<file path="src/pjec_pkg.sv">
// ----------------------------------------------------------------------------
// pjec_pkg
// shared types, constants and saturating helpers for the julia escape counter
// ----------------------------------------------------------------------------
package pjec_pkg;

  localparam int MAX_COEFS  = 6;
  localparam int FRAC_BITS  = 28;
  localparam int CW         = 32;
  localparam int PW         = 2 * CW;
  localparam int LIMIT_W    = 10;
  localparam int RADIUS_W   = 31;
  localparam int RSQ_W      = 2 * RADIUS_W;
  localparam int COEF_REGS  = 6;
  localparam int CREG_W     = $clog2(COEF_REGS);
  localparam int CFG_IDX_W  = 4;
  localparam int CFG_W      = 64;
  localparam int RING_DEPTH = 3;
  localparam int TAG_W      = $clog2(RING_DEPTH + 1);
  localparam int K_W        = $clog2(MAX_COEFS);

  localparam logic [RADIUS_W-1:0] RADIUS_RESET = RADIUS_W'(536870912);
  localparam logic [LIMIT_W-1:0]  LIMIT_RESET  = LIMIT_W'(100);

  localparam logic [CFG_IDX_W-1:0] REG_COEF_0 = CFG_IDX_W'(0);
  localparam logic [CFG_IDX_W-1:0] REG_COEF_1 = CFG_IDX_W'(1);
  localparam logic [CFG_IDX_W-1:0] REG_COEF_2 = CFG_IDX_W'(2);
  localparam logic [CFG_IDX_W-1:0] REG_COEF_3 = CFG_IDX_W'(3);
  localparam logic [CFG_IDX_W-1:0] REG_COEF_4 = CFG_IDX_W'(4);
  localparam logic [CFG_IDX_W-1:0] REG_COEF_5 = CFG_IDX_W'(5);
  localparam logic [CFG_IDX_W-1:0] REG_RADIUS = CFG_IDX_W'(6);
  localparam logic [CFG_IDX_W-1:0] REG_LIMIT  = CFG_IDX_W'(7);

  localparam logic signed [CW-1:0] SAT_MAX = {1'b0, {(CW-1){1'b1}}};
  localparam logic signed [CW-1:0] SAT_MIN = {1'b1, {(CW-1){1'b0}}};

  typedef enum logic {PH_TEST, PH_MAC} phase_t;

  typedef logic [COEF_REGS-1:0][PW-1:0] coef_arr_t;

  // one point in flight around the ring
  typedef struct packed {
    logic                valid;
    logic [TAG_W-1:0]    tag;
    logic                done;
    phase_t              phase;
    logic [K_W-1:0]      k;
    logic [LIMIT_W-1:0]  count;
    logic signed [CW-1:0] zr;
    logic signed [CW-1:0] zi;
    logic signed [CW-1:0] ar;
    logic signed [CW-1:0] ai;
  } slot_t;

  typedef struct packed {
    logic signed [PW-1:0] p_rr;
    logic signed [PW-1:0] p_ii;
    logic signed [PW-1:0] p_ri;
    logic signed [PW-1:0] p_ir;
  } prod_t;

  typedef struct packed {
    logic signed [CW-1:0] pr;
    logic signed [CW-1:0] pi;
    logic                 in_radius;
  } comb_t;

  // arithmetic shift down by the fraction width, then clamp to CW bits
  function automatic logic signed [CW-1:0] shift_sat(input logic signed [PW-1:0] x);
    logic signed [PW-1:0] s;
    s = x >>> FRAC_BITS;
    if ((&s[PW-1:CW-1]) || !(|s[PW-1:CW-1])) begin
      return s[CW-1:0];
    end else begin
      return s[PW-1] ? SAT_MIN : SAT_MAX;
    end
  endfunction

  function automatic logic signed [CW-1:0] add_sat(input logic signed [CW-1:0] a,
                                                  input logic signed [CW-1:0] b);
    logic signed [CW:0] s;
    s = {a[CW-1], a} + {b[CW-1], b};
    if (s[CW] != s[CW-1]) begin
      return s[CW] ? SAT_MIN : SAT_MAX;
    end else begin
      return s[CW-1:0];
    end
  endfunction

endpackage

</file>
<file path="src/pjec_norm.sv">
// ----------------------------------------------------------------------------
// pjec_norm
// ring stage two: product combine, rescale and clamp, radius compare
// ----------------------------------------------------------------------------
module pjec_norm (
  input  logic                         clk,
  input  logic                         rst,
  input  pjec_pkg::slot_t              slot_in,
  input  pjec_pkg::prod_t              prod_in,
  input  logic [pjec_pkg::RSQ_W-1:0]   radius_sq,
  output pjec_pkg::slot_t              slot_out,
  output pjec_pkg::comb_t              comb_out
);
  import pjec_pkg::*;

  logic signed [PW-1:0] re_sum;
  logic signed [PW-1:0] im_sum;
  logic [PW-1:0]        mag2;

  // sums wrap at 64 bits
  always_comb begin
    re_sum = prod_in.p_rr - prod_in.p_ii;
    im_sum = prod_in.p_ri + prod_in.p_ir;
    mag2   = $unsigned(prod_in.p_rr) + $unsigned(prod_in.p_ii);
  end

  always_ff @(posedge clk) begin
    if (rst) begin
      slot_out.valid <= 1'b0;
    end else begin
      slot_out.valid <= slot_in.valid;
    end
    slot_out.tag       <= slot_in.tag;
    slot_out.done      <= slot_in.done;
    slot_out.phase     <= slot_in.phase;
    slot_out.k         <= slot_in.k;
    slot_out.count     <= slot_in.count;
    slot_out.zr        <= slot_in.zr;
    slot_out.zi        <= slot_in.zi;
    slot_out.ar        <= slot_in.ar;
    slot_out.ai        <= slot_in.ai;
    comb_out.pr        <= shift_sat(re_sum);
    comb_out.pi        <= shift_sat(im_sum);
    comb_out.in_radius <= (mag2 <= PW'(radius_sq));
  end

endmodule

</file>
<file path="config.mk">
export PLATFORM = sky130hd
export DESIGN_NAME = pjec_norm
export DESIGN_NICKNAME = d
export VERILOG_FILES = /design/src/pjec_pkg.sv /design/src/pjec_norm.sv
export SDC_FILE = /design/constraint.sdc
export NUM_CORES = 1
export LEC_CHECK = 0
export BUFFER_PORTS_ARGS = -buffer_cell sky130_fd_sc_hd__buf_4
export CORE_AREA = 2 2 263 265
export CTS_CLUSTER_SIZE = 28
export DETAILED_ROUTE_END_ITERATION = 16
export DIE_AREA = 0 0 265 267
export SYNTH_ARGS = -nofsm -noshare
export SYNTH_HDL_FRONTEND = slang
export SYNTH_SLANG_ARGS = --single-unit
</file>
<file path="constraint.sdc">
create_clock -name clk -period 6.8 [get_ports clk]
set_input_delay 1.7 -clock clk [delete_from_list [all_inputs] [get_ports clk]]
set_output_delay 1.7 -clock clk [all_outputs]
set_load 0.02 [all_outputs]
</file>
# --- Yosys cells after proc, flatten, opt, wreduce, memory -nomap -nowiden ---
# Cells that the tools add are included.
word_totals:
  elab_cells: 29
  mem_count: 0
  register_bits: 211
  ram_bits: 0
  out_inout_bits: 211
  latch_bits: 0
  mem_bits_ro: 0
classes:
  n_bitwise: 0
  reduce_logical: 8
  eq_ne: 0
  n_mux: 4
  shift: 0
  n_addsub: 3
  div: 0
  order_cmp: 1
  n_mul: 0
ops:
  columns: ["op", "n"]
  rows:
  - ["$add A64 B64 Y64", 2]
  - ["$mux W32", 4]
  - ["$le A64 B62 Y1", 1]
  - ["$sub A64 B64 Y64", 1]
  - ["$reduce_and A5 Y1", 2]
  - ["$reduce_or A5 Y1", 2]
  - ["$logic_not A1 Y1", 2]
  - ["$logic_or A1 B1 Y1", 2]

# --- Logic depth before layout (Yosys ltp) ---
depth:
  ltp_word: 5
  ltp_mapped: 24
  ltp_nobuf: 24

# --- Least setup slack after synthesis ---
# OpenSTA, ideal clock, no wires.
synth_timing:
  path_type: "input-to-reg"
  startpoint: "input prod_in[128] (netlist bit)"
  endpoint: "register comb_out[0] (netlist bit)"
  path_slack_ns: 1.146
  setup_time_ns: 0.078
  required_time_ns: 6.722
  n_path_buf: 0
  cell_stages: 22
  t_arrival_ns: 5.576
  cell_sequence: "ha_1 inv_1 fa_1 o21ba_1 o31ai_1 or4_1 nand3b_1 o211ai_2 a211oi_2 a31o_2 o31a_4 o41ai_4 a21boi_1 xnor2_1 ha_1 a21o_1 a21o_1 a211oi_1 o211ai_1 a41oi_1 a21oi_1 nor3_1"
synth_between:
  elab_chain_len: 2
synth_rtl:
  columns: ["item", "line_no", "text"]
  rows:
  - ["from (decl)", "pjec_norm.sv:9", "input pjec_pkg::prod_t prod_in,"]
  - ["$add A64 B64 Y64", "pjec_norm.sv:24", "mag2 = $unsigned(prod_in.p_rr) + $unsigned(prod_in.p_ii);"]
  - ["$le A64 B62 Y1", "pjec_norm.sv:44", "comb_out.in_radius <= (mag2 <= PW'(radius_sq));"]
  - ["to (decl)", "pjec_norm.sv:12", "output pjec_pkg::comb_t comb_out"]
# No other way between the ends.
# A chain may end at the register's enable or synchronous reset.

# --- Final worst setup path ---
# Same ends and word-level chain as after synthesis.

==> metrics.csv <==
stage,metric,value,unit
worst_setup_path,endpoint_kind,register,
power,intPower,3.20,mW
floorplanning,rows,96,
power,irDropWorstVdd,0.000176,V
sta,tns,0,ps
routing,dr.pass1.iters,6,
worst_setup_path,cpMaxStageDelayCell,nor4_1,
cts,post-cts-setup-buffers,0,
sta,fin_crit_sh,84.2,%
routing,post_drt_wl_per_cell,20.7,µm
worst_setup_path,cp_data_required_time,7280,ps
global_routing,grt_overflow,0,
finish,final_common_cell,buf_4,
synth,synth_area_leaders,"dfxtp_1 (25%), ha_1 (19%), a21oi_1 (6.8%)",
power,switching_share,38.1,%
synth,ys_warn_count,0,
global_routing,grt_pass1_wl,107000,µm
sta,finalSetupViolations,0,
place,place_area,22400,µm²
power,p_total,5.17,mW
global_routing,grt_pass1_vias,17300,
cts,clock_sinks,211,
place,io_buffers,676,
worst_setup_path,crit_type,in -> reg,
place,dp_hpwl,63500,µm
floorplanning,core,68000,µm²
floorplanning,die_w,265,µm
finish,drive_above_1_share,28.8,%
worst_setup_path,crit_buf_inv,2,
power,pwr-share-comb,42.4,%
synth,ys_ff_latch,211,
cts,cts_tree,yes,
floorplanning,die_area,70800,µm²
synth,ys_async_sr_fraction,0,%
floorplanning,start_util,24.4,%
finish,design_area,23400,µm²
synth,netlist_instances,2041,
worst_setup_path,crit_cells,21,
cts,path_clk_slew,70,ps
cts,hold_buffers,0,
routing,top_layer,met5,
worst_setup_path,slowest_delay,620,ps
synth,syn_avg_cell_area,8.13,µm²
min_path,holdCritPathClass,in -> reg,
sta,fmaxAchievable,175,MHz
synth,seq_area_frac_synth,25.5,%
synth,ys_types,94,
sta,rsz0062_at_grt,false,
synth,synth_flop_cell,dfxtp_1,
worst_setup_path,crit_family,compound AO/OA/AOI/OAI gates,
sta,hold_violations,0,
sta,fin_crit,5730,ps
finish,syn2layout_area_growth,40.9,%
cts,numCtsBuffers,28,
job,cap_violations,0,
sta,maxSlewHeadroom,43.8,%
routing,wl_met2,36200,µm
finish,instances_no_fill,3576,
routing,wirelength,74100,µm
routing,drc,0,
global_routing,grtUsageTotal,19.7,%
cts,cts.repair.resized,0,
floorplanning,die_h,267,µm
global_routing,antenna_found_initial,9,
power,switching_power,1.97,mW
routing,dr_wl_met3,5980,µm
min_path,hold_path_depth,1,
synth,synth_area,16600,µm²
worst_setup_path,worstSetupStartpoint,prod_in[128],
power,leakagePower,11.4,nW
floorplanning,io_pins,677,
synth,synth_edf_count,0,
cts,cts_root_buf,clkbuf_16,
worst_setup_path,crit_chain,buf_4 > ha_1 > inv_1 > fa_1 > o21ba_1 > o31ai_1 > or4_1 > nand3b_1 > o211ai_2 > a211oi_2 > a31o_2 > nor3_1 > a311oi_1 > xnor2_1 > ha_1 > nand4_1 > nor4_1 > o21a_1 > o21ai_0 > a21oi_1 > nor3_1,
cts,clockBufferDepth,3,
synth,yosysTopAreaCellShare,25.5,%
worst_setup_path,cp_data_arrival_time,6210,ps
cts,htree_levels,1,
global_routing,grt_start_max_net_pins,32,
sta,worst_pin_slew,832,ps
power,power.density,221,nW/µm²
place,dp_cells,3523,
synth,synth_area_leader_cell,dfxtp_1,
worst_setup_path,crit_fanout,5,
routing,postRouteAntennaNets,0,
finish,layout_common_cells,"buf_4 (684), ha_1 (250), a21oi_1 (227)",
outcome,outcome,"finished, final reports clean",
sta,slew_violations,0,
routing,drtIter0Drc,1121,
routing,vias,17600,
synth,syn_nets,2758,
routing,viasPerCell,4.92,
worst_setup_path,crit_end,comb_out[0],
power,clkPwrFrac,29.4,%
worst_setup_path,critPathLaunchType,input port,
power,p_seq_share,28.2,%
finish,layout.nets,3388,
place,gp_congestion,0.929,
routing,met1Wirelength,30300,µm
stage by stage:
step                      setup WS (ps)  hold slack [ps]  utilization [%]
after floorplan                    1150             1730                -
after global placement              456             1800             33.0
after detailed placement            439             1810             33.0
after CTS                          1080             1160             34.4
after global routing                665             1170             34.4
final                              1070             1220             34.4
cells by family (layout without fill, tap and decap cells):
group | Yosys count | in the layout | synth area share, %
flops | 211 | 211 | 25.5
simple gates | 463 | 463 | 13.7
xor+xnor | 129 | 129 | 6.81
buf+inv | 296 | 948 | 7.30
compound gates | 691 | 691 | 27.7
other cells | 0 | 1 | 0
fa+ha+maj | 251 | 251 | 19.0
metal layers:
layer	track usage [%]	vias up
met2	34.7	706
met3	5.27	100
li1	-	8565
met1	23.8	8207
met5	0	-
met4	4.28	14
power by group through the flow:
stage | sequential [mW] | clock [mW] | combinational (mW)
global placement | 1.49 | 0 | 2.19
finish | 1.46 | 1.52 | 2.19
floorplan | 1.69 | 0 | 1.08
detailed placement | 1.49 | 0 | 2.19
global route | 1.47 | 1.62 | 2.39
CTS | 1.46 | 1.58 | 2.20
synth_stat cells, types with 4 or more instances:
| cell type | count |
|---|---|
| o41a_1 | 4 |
| nor2_1 | 130 |
| nor2b_1 | 18 |
| clkinv_1 | 5 |
| buf_4 | 4 |
| o41ai_1 | 6 |
| o31ai_1 | 25 |
| xnor2_1 | 100 |
| and2_1 | 4 |
| o21bai_1 | 39 |
| or3_1 | 8 |
| o21ai_0 | 105 |
| o31a_1 | 6 |
| inv_1 | 205 |
| nor4_1 | 23 |
| ha_1 | 250 |
| nor4b_1 | 4 |
| a31oi_1 | 13 |
| o211ai_1 | 14 |
| nand3_1 | 32 |
| nand2_1 | 106 |
| or2_2 | 4 |
| buf_2 | 38 |
| a21boi_0 | 6 |
| nand3b_1 | 4 |
| o311ai_0 | 5 |
| xor2_1 | 29 |
| nand2b_1 | 13 |
| a21o_1 | 123 |
| nor3_1 | 40 |
| buf_6 | 5 |
| a221oi_1 | 8 |
| dfxtp_1 | 211 |
| a21oi_1 | 227 |
| clkbuf_1 | 35 |
| a41oi_1 | 6 |
| a211oi_1 | 17 |
| o21a_1 | 15 |
| o21ai_1 | 7 |
| nand4_1 | 59 |
| and3_1 | 7 |
final cells by class:
| type | instances | area, µm² |
|---|---|---|
| clock inverters | 19 | 215 |
| diodes | 1 | 2.50 |
| inverters | 212 | 796 |
| well taps | 882 | 1100 |
| clock buffers | 33 | 739 |
| fillers | 7223 | 44600 |
| flip-flops and latches | 211 | 4220 |
| repair buffers | 684 | 5130 |
| multi-input cells | 1534 | 11200 |
flip-flops by register name (all words and copies together) (netlist names):
name and count:
comb_out 65, slot_out 146
how the worst min path moves through the flow:
stage / slack, ps / startpoint / to
finish: 1220 / slot_in[46] / slot_out[46]
global route: 1170 / slot_in[138] / slot_out[138]
global placement: 1800 / slot_in[52] / slot_out[52]
floorplan: 1730 / slot_in[0] / slot_out[0]
detailed placement: 1810 / slot_in[105] / slot_out[105]
CTS: 1160 / slot_in[108] / slot_out[108]
Note: power is estimated with default switching activity, not from simulation.
