[config.mk]
export PLATFORM = sky130hd
export DESIGN_NAME = pjec_update
export DESIGN_NICKNAME = d
export VERILOG_FILES = /design/src/pjec_pkg.sv /design/src/pjec_update.sv
export SDC_FILE = /design/constraint.sdc
export NUM_CORES = 1
export LEC_CHECK = 0
export ABC_CLOCK_PERIOD_IN_PS = 4700
export BUFFER_PORTS_ARGS = -buffer_cell sky130_fd_sc_hd__buf_2
export CAP_MARGIN = 20
export CORE_AREA = 2 2 295 297
export CTS_BUF_LIST = sky130_fd_sc_hd__clkbuf_2 sky130_fd_sc_hd__clkbuf_4 sky130_fd_sc_hd__clkbuf_8
export DETAILED_ROUTE_END_ITERATION = 16
export DIE_AREA = 0 0 297 299
export PLACE_DENSITY = 0.4
export SYNTH_ARGS = -nofsm -noshare
export SYNTH_HDL_FRONTEND = slang
export SYNTH_SLANG_ARGS = --single-unit
[constraint.sdc]
create_clock -name clk -period 4.7 [get_ports clk]
set_input_delay 0 -clock clk [delete_from_list [all_inputs] [get_ports clk]]
set_output_delay 0 -clock clk [all_outputs]
set_load 0.02 [all_outputs]
[src/pjec_pkg.sv]
// ----------------------------------------------------------------------------
// pjec_pkg
// shared types, constants and saturating helpers for the julia escape counter
// ----------------------------------------------------------------------------
package pjec_pkg;

  localparam int MAX_COEFS  = 6;
  localparam int FRAC_BITS  = 28;
  localparam int CW         = 32;
  localparam int PW         = 2 * CW;
  localparam int LIMIT_W    = 10;
  localparam int RADIUS_W   = 31;
  localparam int RSQ_W      = 2 * RADIUS_W;
  localparam int COEF_REGS  = 6;
  localparam int CREG_W     = $clog2(COEF_REGS);
  localparam int CFG_IDX_W  = 4;
  localparam int CFG_W      = 64;
  localparam int RING_DEPTH = 3;
  localparam int TAG_W      = $clog2(RING_DEPTH + 1);
  localparam int K_W        = $clog2(MAX_COEFS);

  localparam logic [RADIUS_W-1:0] RADIUS_RESET = RADIUS_W'(536870912);
  localparam logic [LIMIT_W-1:0]  LIMIT_RESET  = LIMIT_W'(100);

  localparam logic [CFG_IDX_W-1:0] REG_COEF_0 = CFG_IDX_W'(0);
  localparam logic [CFG_IDX_W-1:0] REG_COEF_1 = CFG_IDX_W'(1);
  localparam logic [CFG_IDX_W-1:0] REG_COEF_2 = CFG_IDX_W'(2);
  localparam logic [CFG_IDX_W-1:0] REG_COEF_3 = CFG_IDX_W'(3);
  localparam logic [CFG_IDX_W-1:0] REG_COEF_4 = CFG_IDX_W'(4);
  localparam logic [CFG_IDX_W-1:0] REG_COEF_5 = CFG_IDX_W'(5);
  localparam logic [CFG_IDX_W-1:0] REG_RADIUS = CFG_IDX_W'(6);
  localparam logic [CFG_IDX_W-1:0] REG_LIMIT  = CFG_IDX_W'(7);

  localparam logic signed [CW-1:0] SAT_MAX = {1'b0, {(CW-1){1'b1}}};
  localparam logic signed [CW-1:0] SAT_MIN = {1'b1, {(CW-1){1'b0}}};

  typedef enum logic {PH_TEST, PH_MAC} phase_t;

  typedef logic [COEF_REGS-1:0][PW-1:0] coef_arr_t;

  // one point in flight around the ring
  typedef struct packed {
    logic                valid;
    logic [TAG_W-1:0]    tag;
    logic                done;
    phase_t              phase;
    logic [K_W-1:0]      k;
    logic [LIMIT_W-1:0]  count;
    logic signed [CW-1:0] zr;
    logic signed [CW-1:0] zi;
    logic signed [CW-1:0] ar;
    logic signed [CW-1:0] ai;
  } slot_t;

  typedef struct packed {
    logic signed [PW-1:0] p_rr;
    logic signed [PW-1:0] p_ii;
    logic signed [PW-1:0] p_ri;
    logic signed [PW-1:0] p_ir;
  } prod_t;

  typedef struct packed {
    logic signed [CW-1:0] pr;
    logic signed [CW-1:0] pi;
    logic                 in_radius;
  } comb_t;

  // arithmetic shift down by the fraction width, then clamp to CW bits
  function automatic logic signed [CW-1:0] shift_sat(input logic signed [PW-1:0] x);
    logic signed [PW-1:0] s;
    s = x >>> FRAC_BITS;
    if ((&s[PW-1:CW-1]) || !(|s[PW-1:CW-1])) begin
      return s[CW-1:0];
    end else begin
      return s[PW-1] ? SAT_MIN : SAT_MAX;
    end
  endfunction

  function automatic logic signed [CW-1:0] add_sat(input logic signed [CW-1:0] a,
                                                  input logic signed [CW-1:0] b);
    logic signed [CW:0] s;
    s = {a[CW-1], a} + {b[CW-1], b};
    if (s[CW] != s[CW-1]) begin
      return s[CW] ? SAT_MIN : SAT_MAX;
    end else begin
      return s[CW-1:0];
    end
  endfunction

endpackage

[src/pjec_update.sv]
// ----------------------------------------------------------------------------
// pjec_update
// ring stage three: coefficient add and per-point iteration control
// ----------------------------------------------------------------------------
module pjec_update (
  input  logic                          clk,
  input  logic                          rst,
  input  pjec_pkg::slot_t               slot_in,
  input  pjec_pkg::comb_t               comb_in,
  input  pjec_pkg::coef_arr_t           coefs,
  input  logic [pjec_pkg::LIMIT_W-1:0]  iteration_limit,
  output pjec_pkg::slot_t               slot_out
);
  import pjec_pkg::*;

  slot_t                slot_next;
  logic [PW-1:0]        coef;
  logic signed [CW-1:0] acc_r;
  logic signed [CW-1:0] acc_i;

  always_comb begin
    coef      = coefs[slot_in.k];
    acc_r     = add_sat(comb_in.pr, coef[PW-1:CW]);
    acc_i     = add_sat(comb_in.pi, coef[CW-1:0]);
    slot_next = slot_in;
    if (slot_in.valid && !slot_in.done) begin
      case (slot_in.phase)
        PH_TEST: begin
          if ((slot_in.count < iteration_limit) && comb_in.in_radius) begin
            slot_next.phase = PH_MAC;
            slot_next.k     = '0;
            slot_next.ar    = '0;
            slot_next.ai    = '0;
          end else begin
            slot_next.done = 1'b1;
          end
        end
        PH_MAC: begin
          slot_next.ar = acc_r;
          slot_next.ai = acc_i;
          if (slot_in.k == K_W'(MAX_COEFS - 1)) begin
            slot_next.zr    = acc_r;
            slot_next.zi    = acc_i;
            slot_next.count = slot_in.count + LIMIT_W'(1);
            slot_next.phase = PH_TEST;
          end else begin
            slot_next.k = slot_in.k + K_W'(1);
          end
        end
        default: begin
          slot_next.done = 1'b1;
        end
      endcase
    end
  end

  always_ff @(posedge clk) begin
    if (rst) begin
      slot_out.valid <= 1'b0;
    end else begin
      slot_out.valid <= slot_next.valid;
    end
    slot_out.tag   <= slot_next.tag;
    slot_out.done  <= slot_next.done;
    slot_out.phase <= slot_next.phase;
    slot_out.k     <= slot_next.k;
    slot_out.count <= slot_next.count;
    slot_out.zr    <= slot_next.zr;
    slot_out.zi    <= slot_next.zi;
    slot_out.ar    <= slot_next.ar;
    slot_out.ai    <= slot_next.ai;
  end

endmodule

-- Yosys cells after proc, flatten, opt, wreduce, memory -nomap -nowiden
Cells that the tools add are included.
- order comparisons: 2
- equal/unequal tests: 3
- add/subtract/negate cells: 4
- bitwise operators: 1
- reduce and logical (&&, ||, !) cells: 3
- multiplexer cells: 17
- operators with widths (kind ; number):
    binary-select mux 64 bit (select 3 bit) ; 1
    two-way mux 74 bit ; 2
    two-way mux 143 bit ; 1
    two-way mux 32 bit ; 4
    two-way mux 64 bit ; 2
    case mux 64 bit (2 select lines) ; 1
    adder 32 x 32 -> 33 bit ; 2
    adder 10 x 1 -> 10 bit (second input constant) ; 1
    less-than comparator 10 bit ; 1
    case mux 4 bit (2 select lines) ; 1
    less-than comparator 3 x 4 -> 1 bit (second input constant) ; 1
    two-way mux 4 bit ; 1
    adder 3 x 1 -> 3 bit (second input constant) ; 1
    equality test 3 bit (second input constant) ; 1
    two-way mux 1 bit ; 3
    two-way mux 3 bit ; 1
    logical AND 1 bit ; 2
    inequality test 1 bit ; 2
    logical NOT 1 bit ; 1
    inverter 1 bit ; 1
- input bits: 607
- output and inout bits: 146
- register bits after elaboration: 146
- word-level logic and storage cells: 40

-- Depth between registers and ports, before layout
Gate-level depths: netlist of run 1.
- word-level depth: 8
- gate-level depth with buffers: 25
- depth with buffers taken out: 22

-- Least setup slack after synthesis of run 1
OpenSTA, ideal clock, no wires.
- path kind: in2reg
- from: input port slot_in[138] in the netlist's numbering
- to: register slot_out[59] in the netlist's numbering
- data required time: 4.576 ns
- cell stages on the path: 25
- setup slack: -0.390 ns
- arrival time: 4.966 ns
- path buffers: 5
- setup time: 0.124 ns
- cell sequence: clkbuf_1 -> clkbuf_1 -> buf_2 -> mux4_2 -> nand2_1 -> o21ai_0 -> ha_1 -> buf_2 -> a21oi_2 -> o21ai_1 -> nor2b_1 -> a2111oi_4 -> o31ai_4 -> a21o_4 -> a21oi_2 -> o31ai_4 -> xor2_1 -> ha_1 -> clkbuf_1 -> inv_1 -> nand2_1 -> nor3_1 -> a221oi_1 -> and3_4 -> o21ai_2
- RTL lines (element ; RTL line ; RTL):
    from (decl) ; pjec_update.sv:8 ; input pjec_pkg::slot_t slot_in,
    to (decl) ; pjec_update.sv:12 ; output pjec_pkg::slot_t slot_out

==> impl_metrics.env, run 1 <==
export IMPL_fin_crit_ns=4.327
export IMPL_wire_per_inst_um=19.37
export IMPL_p_leak_nw=9.916
export IMPL_layout_commonest_cell="buf_2"
export IMPL_ctsHtreeMaxLevel=4
export IMPL_drt_pass1_iter_count=6
export IMPL_grt_first_pass_wirelength_mm=100.1
export IMPL_ys_warn_count=0
export IMPL_slew_violations=0
export IMPL_critical_path_endpoint_type="register"
export IMPL_synth_cell_type_count=75
export IMPL_drt_initial_drc_count=687
export IMPL_critPathArrivalTime_ns=4.78
export IMPL_gp_congestion=0.8534
export IMPL_p_total_mw=5.670
export IMPL_worst_pin_slew_ns=0.9333
export IMPL_vias_per_cell=4.036
export IMPL_synth_area_leaders="dfxtp_1, mux4_2, ha_1, nand2_1, o21ai_0"
export IMPL_place_ws_ns=-0.3398
export IMPL_fmax_mhz=231.1
export IMPL_hp_class="in2reg"
export IMPL_relSlewSlack=0.3778
export IMPL_initial_core_util=0.1364
export IMPL_antenna_found_initial=16
export IMPL_grt_overflow=0
export IMPL_ys_seq_area_frac=0.2493
export IMPL_grt_max_degree=67
export IMPL_finalHoldViolCount=0
export IMPL_syn_avg_cell_area_sq_um=8.448
export IMPL_synthArstFlopShare=0
export IMPL_top_register="slot_out"
export IMPL_port_buffers=752
export IMPL_grt_pass1_vias=15220
export IMPL_coreArea_sq_mm=0.08594
export IMPL_startpoint_type="input port"
export IMPL_synth_cells=1388
export IMPL_required_ns=5.15
export IMPL_final_cell_mix="buf_2, nand2_1, buf_4"
export IMPL_die_area_sq_mm=0.08880
export IMPL_synthesis_area_sq_mm=0.01173
export IMPL_synth_ff_type="dfxtp_1"
export IMPL_rows=108
export IMPL_placed_area_sq_mm=0.01822
export IMPL_fp_dieH_um=299
export IMPL_drtAntennaViolNets=0
export IMPL_path_clk_slew_ns=0.10
export IMPL_cts_root_buf="clkbuf_8"
export IMPL_fp_dieW_um=297
export IMPL_outcome="complete, no violations"
export IMPL_synth_top_area_share=0.2493
export IMPL_io_pins=753
export IMPL_fin_ws_ns=0.3725
export IMPL_fin_setup_tns_ns=0
export IMPL_synthToLayoutAreaGrowth_pct=72.99
export IMPL_ir_worst_vdd_v=0.0002090
export IMPL_wl_mm=69.78
export IMPL_power_density_mw_per_mm2=279.5
export IMPL_drive_above_1_share=0.4449
export IMPL_fin_area_sq_mm=0.02029
export IMPL_reg_largest_list="slot_out x146"
export IMPL_dr_total_vias=14540
export IMPL_cts_tree="yes"
export IMPL_largest_register_ffs=146
export IMPL_fin_crit_sh=0.9207
export IMPL_rsz0062_at_grt="no"
export IMPL_cts_setup_buffers=0
export IMPL_fin_nets=3115
export IMPL_clock_sinks=146
export IMPL_cts_buffer_depth=2
export IMPL_synth_nets=2077
export IMPL_ys_ff_latch=146
export IMPL_cts_buffers=17
export IMPL_track_usage=0.1536
export IMPL_drc=0
export IMPL_critPathKind="in2reg"
export IMPL_setup_viol=0
export IMPL_dpl_hpwl_mm=59.58
export IMPL_synth_edf_count=0
export IMPL_crit_fanout=23
export IMPL_drv_cap=0
export IMPL_yosys_area_top_type="dfxtp_1"
final cells by class:
type | instances | area (sq um)
antenna | 8 | 20.02
clock buffer | 18 | 247.7
clock inverter | 14 | 166.4
fill | 9704 | 65660
inverter | 32 | 120.1
multi-input combinational | 1121 | 8353
sequential | 146 | 2923
tap | 1155 | 1445
timing repair buffer | 1108 | 7010
cell families (layout without fill, tap and decap cells):
family / after synthesis / in the layout / share of synthesized area
buffers and inverters: 121 / 1172 / 0.04119
AO/OA/AOI/OAI: 435 / 435 / 0.2401
other: 0 / 8 / 0
AND/OR/NAND/NOR: 405 / 405 / 0.1492
multiplexers: 135 / 135 / 0.1837
flip-flops: 146 / 146 / 0.2493
adder cells (fa/ha/maj): 82 / 82 / 0.08878
XOR/XNOR: 64 / 64 / 0.04780
layer usage:
layer	global-route usage	vias up	wire [um]
li1	-	7151	-
met1	0.2084	6845	33230
met2	0.2444	487	31540
met3	0.03061	54	3713
met4	0.04762	2	1276
met5	0	-	13
worst paths after layout:
kind,end,cells after the start,start,slack [ns]
setup / recovery,slot_out[127],22,slot_in[139],0.37
hold / removal,slot_out[144],2,slot_in[144],0.07
per-stage QoR:
stage	hold WS (ns)	util	std cells
after global routing	0.03842	0.2360	3600
after detailed placement	0.1055	0.2120	3400
after global placement	0.1053	0.2118	3399
after CTS	0.0005526	0.2357	3594
after floorplan	0.02772	-	1388
final	0.07331	0.2360	3602
cells in the mapped netlist, types with 4 or more instances:
cell type and n:
a211oi_1 7, a21boi_0 16, a21boi_1 4, a21o_1 37, a21oi_1 81, a21oi_2 7
a22o_1 4, a22oi_1 6, a31oi_1 13, and4_1 5, buf_1 9, buf_2 11
clkbuf_1 67, dfxtp_1 146, ha_1 80, inv_1 31, mux2i_1 69, mux4_2 64
nand2_1 239, nand2b_1 15, nand3_1 18, nand4_1 15, nor2_1 72, nor2b_1 15
nor3_1 9, o211ai_1 10, o21a_1 10, o21ai_0 145, o21ai_1 24, o21ai_2 4
o21bai_1 5, o22ai_1 15, o31ai_1 5, xnor2_1 40, xor2_1 24
worst max-delay path: stages:
cell and delay, ns:
buf_4 0.15, buf_4 0.30, buf_4 0.38, mux4_2 0.38, nand2_1 0.09, o21ai_0 0.11
ha_1 0.31, nand2_1 0.13, o21ai_1 0.10, nor2b_1 0.16, a2111oi_4 0.34, buf_4 0.20
o31ai_4 0.10, a21o_4 0.24, a21oi_2 0.19, o31ai_4 0.08, buf_4 0.15, xnor2_1 0.11
ha_1 0.17, nor2_1 0.37, o21ai_0 0.14, dlygate4sd3_1 0.57
report_power, final:
group / internal, mW / switching, mW / total, mW
Combinational: 1.36 / 1.77 / 3.13
Sequential: 1.36 / 0.0391 / 1.40
Clock: 0.503 / 0.642 / 1.15
Total: 3.22 / 2.45 / 5.67
repair_timing:
| action | in CTS | in global routing |
|---|---|---|
| hold buffers | 162 | 0 |
| resized for setup | 0 | 2 |
| endpoints found under the hold margin | 146 | 0 |
| setup endpoints to repair | 0 | 20 |
Note: power is estimated with default switching activity, not from simulation.
==> run 2: changes to the inputs <==
--- a/config.mk
+++ b/config.mk
@@ -5,14 +5,15 @@
 export SDC_FILE = /design/constraint.sdc
 export NUM_CORES = 1
 export LEC_CHECK = 0
-export ABC_CLOCK_PERIOD_IN_PS = 4700
+export ABC_CLOCK_PERIOD_IN_PS = 4800
 export BUFFER_PORTS_ARGS = -buffer_cell sky130_fd_sc_hd__buf_2
 export CAP_MARGIN = 20
 export CORE_AREA = 2 2 295 297
 export CTS_BUF_LIST = sky130_fd_sc_hd__clkbuf_2 sky130_fd_sc_hd__clkbuf_4 sky130_fd_sc_hd__clkbuf_8
 export DETAILED_ROUTE_END_ITERATION = 16
 export DIE_AREA = 0 0 297 299
-export PLACE_DENSITY = 0.4
+export PLACE_DENSITY = 0.39
+export SKIP_LAST_GASP = 1
 export SYNTH_ARGS = -nofsm -noshare
 export SYNTH_HDL_FRONTEND = slang
 export SYNTH_SLANG_ARGS = --single-unit
==> constraint.sdc (replaced) <==
create_clock -name clk -period 4.8 [get_ports clk]
set_input_delay 0.48 -clock clk [delete_from_list [all_inputs] [get_ports clk]]
set_output_delay 0.48 -clock clk [all_outputs]
set_load 0.02 [all_outputs]
==> impl_metrics.env, run 2 (synthesis gave the netlist of run 1 again) <==
export IMPL_slew_violations=0
export IMPL_drt_initial_drc_count=715
export IMPL_path_cells="clkbuf_8, buf_6, buf_16, mux4_2, a21oi_1, inv_1, ha_1, a21o_2, nand4_2, a2111oi_4, a2111oi_4, buf_4, o31ai_4, a21o_4, a21oi_2, o31ai_4, xor2_2, ha_4, o211ai_4, buf_12, a21boi_1, o21ai_0"
export IMPL_fin_cells=3500
export IMPL_fin_setup_tns_ns=0
export IMPL_clock_sinks=146
export IMPL_cts_buffers=17
export IMPL_fin_nets=3017
export IMPL_top_register="slot_out"
export IMPL_drv_cap=0
export IMPL_wl_mm=69.91
export IMPL_p_total_mw=5.551
export IMPL_ctsHtreeMaxLevel=4
export IMPL_vias_per_cell=4.037
export IMPL_startpoint_type="input port"
export IMPL_fmax_mhz=214.6
export IMPL_track_usage=0.1524
export IMPL_path_clk_slew_ns=0.10
export IMPL_rsz0062_at_grt="yes"
export IMPL_fillCellCount=9828
export IMPL_cp_startpoint="slot_in[138]"
export IMPL_layout_commonest_cell="buf_2"
export IMPL_fin_crit_ns=4.660
export IMPL_fp_dieW_um=297
export IMPL_grt_pass1_vias=14710
export IMPL_antenna_found_initial=9
export IMPL_fin_area_sq_mm=0.01926
export IMPL_gp_congestion=0.8431
export IMPL_crit_buf_inv=6
export IMPL_placed_area_sq_mm=0.01866
export IMPL_hp_class="in2reg"
export IMPL_cts_root_buf="clkbuf_8"
export IMPL_io_pins=753
export IMPL_place_ws_ns=-0.9504
export IMPL_critPathKind="in2reg"
export IMPL_drc=0
export IMPL_critPathTopFamily="compound AO/OA/AOI/OAI gates"
export IMPL_crit_end="slot_out[108]"
export IMPL_port_buffers=752
export IMPL_power_density_mw_per_mm2=288.2
export IMPL_fin_ws_ns=0.1403
export IMPL_reg_largest_list="slot_out x146"
export IMPL_whs_ns=0.09365
export IMPL_rows=108
export IMPL_fp_dieH_um=299
export IMPL_final_util=0.2241
export IMPL_wire_per_inst_um=19.97
export IMPL_critPathArrivalTime_ns=5.05
export IMPL_grt_first_pass_wirelength_mm=98.84
export IMPL_place_inst=3458
export IMPL_finalHoldViolCount=0
export IMPL_worst_path_largest_cell_delay_ns=0.51
export IMPL_drtAntennaViolNets=0
export IMPL_cts_buffer_depth=2
export IMPL_setup_viol=0
export IMPL_largest_register_ffs=146
export IMPL_coreArea_sq_mm=0.08594
export IMPL_outcome="complete, no violations"
export IMPL_grt_overflow=0
export IMPL_synthToLayoutAreaGrowth_pct=64.23
export IMPL_initial_core_util=0.1364
export IMPL_die_area_sq_mm=0.08880
export IMPL_fin_crit_sh=0.9708
export IMPL_p_leak_nw=9.582
export IMPL_drive_above_1_share=0.4951
export IMPL_drt_pass1_iter_count=5
export IMPL_worst_pin_slew_ns=0.8136
export IMPL_ir_worst_vdd_v=0.0001738
export IMPL_cts_tree="yes"
export IMPL_required_ns=5.19
export IMPL_final_cell_mix="buf_2, buf_4, nand2_1"
export IMPL_crit_fanout=16
export IMPL_dpl_hpwl_mm=59.78
export IMPL_cpMaxStageDelayCell="mux4_2"
export IMPL_crit_cells=22
export IMPL_dr_total_vias=14130
export IMPL_critical_path_endpoint_type="register"
export IMPL_grt_max_degree=44
export IMPL_relSlewSlack=0.4563
run 2: changes by cell type in the layout (fill, tap and decap cells not counted), sizes merged:
| cell | before | now |
|---|---|---|
| diode | 8 | 4 |
| clkinv | 3 | 2 |
| clkbuf | 19 | 20 |
| clkinvlp | 2 | 3 |
| bufbuf | 0 | 1 |
| dlygate4sd3 | 162 | 2 |
| buf | 945 | 1005 |
run 2: worst min-delay path by stage:
stage | from | endpoint | slack [ns] | cells past startpoint
2_1_floorplan | slot_in[143] | slot_out[143] | 0.51 | 0
4_1_cts | rst | slot_out[145] | 0.005 | 2
6_report | rst | slot_out[145] | 0.09 | 2
3_3_place_gp | slot_in[143] | slot_out[143] | 0.58 | 1
5_1_grt | rst | slot_out[145] | 0.04 | 2
3_5_place_dp | slot_in[143] | slot_out[143] | 0.59 | 1
run 2: power breakdown:
part / internal (mW) / total [mW] / switching (mW)
clock network: 0.492 / 1.11 / 0.618
registers: 1.33 / 1.36 / 0.0340
logic: 1.34 / 3.08 / 1.73
run 2: cell type report:
class / count / area (sq um) / area share
Clock buffer: 18 / 247.7 / 0.01286
Clock inverter: 14 / 166.4 / 0.008641
Inverter: 32 / 120.1 / 0.006237
Antenna cell: 4 / 10.01 / 0.0005197
Tap cell: 1155 / 1445 / 0.07504
Multi-Input combinational cell: 1121 / 8422 / 0.4373
Sequential cell: 146 / 2923 / 0.1518
Timing Repair Buffer: 1010 / 5924 / 0.3076
run 2: routing by layer:
layer | vias up | part of all wire | track usage
li1 | 6955 | - | -
met1 | 6651 | 0.48 | 0.2093
met2 | 475 | 0.46 | 0.2463
met3 | 46 | 0.047 | 0.02494
met4 | 4 | 0.017 | 0.04125
met5 | - | 0.00024 | 0
run 2: what timing repair did:
item | in CTS | in global routing
endpoints found under the hold margin | 2 | 0
hold buffers | 2 | 0
resized for setup | 4 | 23
cloned | 1 | 1
pin swaps | 1 | 5
setup endpoints to repair | 26 | 118
setup buffers | 0 | 2
==> run 3: changes to the inputs <==
--- a/config.mk
+++ b/config.mk
@@ -5,7 +5,7 @@
 export SDC_FILE = /design/constraint.sdc
 export NUM_CORES = 1
 export LEC_CHECK = 0
-export ABC_CLOCK_PERIOD_IN_PS = 4800
+export ABC_CLOCK_PERIOD_IN_PS = 5500
 export BUFFER_PORTS_ARGS = -buffer_cell sky130_fd_sc_hd__buf_2
 export CAP_MARGIN = 20
 export CORE_AREA = 2 2 295 297
@@ -13,6 +13,7 @@
 export DETAILED_ROUTE_END_ITERATION = 16
 export DIE_AREA = 0 0 297 299
 export PLACE_DENSITY = 0.39
+export SETUP_SLACK_MARGIN = 0.15
 export SKIP_LAST_GASP = 1
 export SYNTH_ARGS = -nofsm -noshare
 export SYNTH_HDL_FRONTEND = slang
==> constraint.sdc (replaced) <==
create_clock -name clk -period 5.5 [get_ports clk]
set_input_delay 0.55 -clock clk [delete_from_list [all_inputs] [get_ports clk]]
set_output_delay 0.55 -clock clk [all_outputs]
set_load 0.02 [all_outputs]
==> impl_metrics.env, run 3 (synthesis gave the netlist of run 1 again) <==
export IMPL_critical_path_endpoint_type="register"
export IMPL_drc=0
export IMPL_drv_cap=0
export IMPL_vias_per_cell=4.097
export IMPL_p_total_mw=4.676
export IMPL_path_clk_slew_ns=0.09
export IMPL_dr_total_vias=13790
export IMPL_drt_pass1_iter_count=5
export IMPL_startpoint_type="input port"
export IMPL_cts_setup_buffers=0
export IMPL_grt_max_degree=67
export IMPL_ctsHtreeMaxLevel=4
export IMPL_cpMaxStageDelayCell="ha_1"
export IMPL_setup_viol=0
export IMPL_critPathTopFamily="compound AO/OA/AOI/OAI gates"
export IMPL_power_density_mw_per_mm2=258.3
export IMPL_worst_path_largest_cell_delay_ns=0.46
export IMPL_grt_first_pass_wirelength_mm=97.17
export IMPL_path_cells="clkbuf_8, buf_12, buf_12, buf_12, mux2i_1, buf_4, o21ai_1, ha_1, inv_1, fa_1, nand2b_1, a21o_1, a31o_2, a21oi_2, o2111ai_1, a21oi_2, o21ai_0, ha_1, inv_1, buf_4, a21boi_0, buf_4, o22ai_1"
export IMPL_grt_pass1_vias=14120
export IMPL_fp_dieH_um=299
export IMPL_place_ws_ns=-0.4525
export IMPL_rsz0062_at_grt="no"
export IMPL_critPathKind="in2reg"
export IMPL_track_usage=0.1496
export IMPL_slew_violations=0
export IMPL_rows=108
export IMPL_drt_initial_drc_count=773
export IMPL_wl_mm=68.28
export IMPL_cts_tree="yes"
export IMPL_required_ns=5.91
export IMPL_cts_buffer_depth=2
export IMPL_largest_register_ffs=146
export IMPL_clock_sinks=146
export IMPL_fp_dieW_um=297
export IMPL_cts_buffers=17
export IMPL_layout_commonest_cell="buf_2"
export IMPL_final_cell_mix="buf_2, nand2_1, dfxtp_1"
export IMPL_fin_crit_ns=5.107
export IMPL_port_buffers=752
export IMPL_p_leak_nw=8.880
export IMPL_ir_worst_vdd_v=0.0001665
export IMPL_die_area_sq_mm=0.08880
export IMPL_coreArea_sq_mm=0.08594
export IMPL_wire_per_inst_um=20.28
export IMPL_finalHoldViolCount=0
export IMPL_crit_buf_inv=9
export IMPL_synthToLayoutAreaGrowth_pct=54.36
export IMPL_dpl_hpwl_mm=58.61
export IMPL_fin_setup_tns_ns=0
export IMPL_worst_pin_slew_ns=1.055
export IMPL_io_pins=753
export IMPL_cts_root_buf="clkbuf_8"
export IMPL_initial_core_util=0.1364
export IMPL_top_register="slot_out"
export IMPL_fin_cells=3367
export IMPL_crit_fanout=20
export IMPL_place_inst=3332
export IMPL_drtAntennaViolNets=0
export IMPL_fillCellCount=9798
export IMPL_fin_nets=2885
export IMPL_final_util=0.2106
export IMPL_outcome="complete, no violations"
export IMPL_grt_overflow=0
export IMPL_drive_above_1_share=0.4604
export IMPL_hp_class="in2reg"
export IMPL_fmax_mhz=195.8
export IMPL_gp_congestion=0.8607
export IMPL_fin_ws_ns=0.3933
export IMPL_relSlewSlack=0.2966
export IMPL_fin_crit_sh=0.9285
export IMPL_reg_largest_list="slot_out x146"
export IMPL_critPathArrivalTime_ns=5.51
export IMPL_antenna_found_initial=15
run 3: cell count changes in the layout (fill, tap and decap cells not counted), sizes merged:
cell         change
dlygate4sd3      -2
clkinvlp         +1
inv              -2
buf            -128
clkinv           +1
diode            -1
bufbuf           -1
clkbuf           -1
run 3: routing by layer:
layer / global-route usage / vias to the layer above / wire [um]
li1: - / 6684 / -
met1: 0.2037 / 6567 / 32170
met2: 0.2407 / 489 / 31350
met3: 0.03184 / 44 / 3827
met4: 0.03511 / 10 / 870
met5: 0 / - / 69
run 3: worst paths after layout:
path / start / depth (start not counted) / slack (ns) / endpoint
hold / removal: slot_in[143] / 1 / 0.09 / slot_out[143]
setup / recovery: slot_in[138] / 23 / 0.39 / slot_out[35]
run 3: metrics by stage:
stage,area [sq um],hold slack (ns)
after floorplan,11730,0.5777
after global placement,17670,0.6545
after detailed placement,17670,0.6547
after CTS,18090,0.01753
after global routing,18100,0.04119
final,18100,0.08885
run 3: final cells by class:
class | instances | area (sq um) | share of cell area
clock buffers | 18 | 247.7 | 0.01369
flip-flops and latches | 146 | 2923 | 0.1615
repair buffers | 878 | 4833 | 0.2670
inverters | 32 | 120.1 | 0.006636
multi-input cells | 1121 | 8353 | 0.4615
diodes | 3 | 7.507 | 0.0004147
clock inverters | 14 | 171.4 | 0.009470
well taps | 1155 | 1445 | 0.07984
run 3: report_power, final:
group          total (mW)  internal, mW  switching (mW)  leakage [nW]
registers            1.19          1.16          0.0310          1.23
logic                2.51          1.04            1.47          7.45
clock network       0.979         0.429           0.549         0.201
run 3: what timing repair did:
item                                    in CTS  in global routing
endpoints found under the hold margin        0                  0
resized for setup                            0                  1
endpoints found under the setup margin       0                 50
hold buffers                                 0                  0
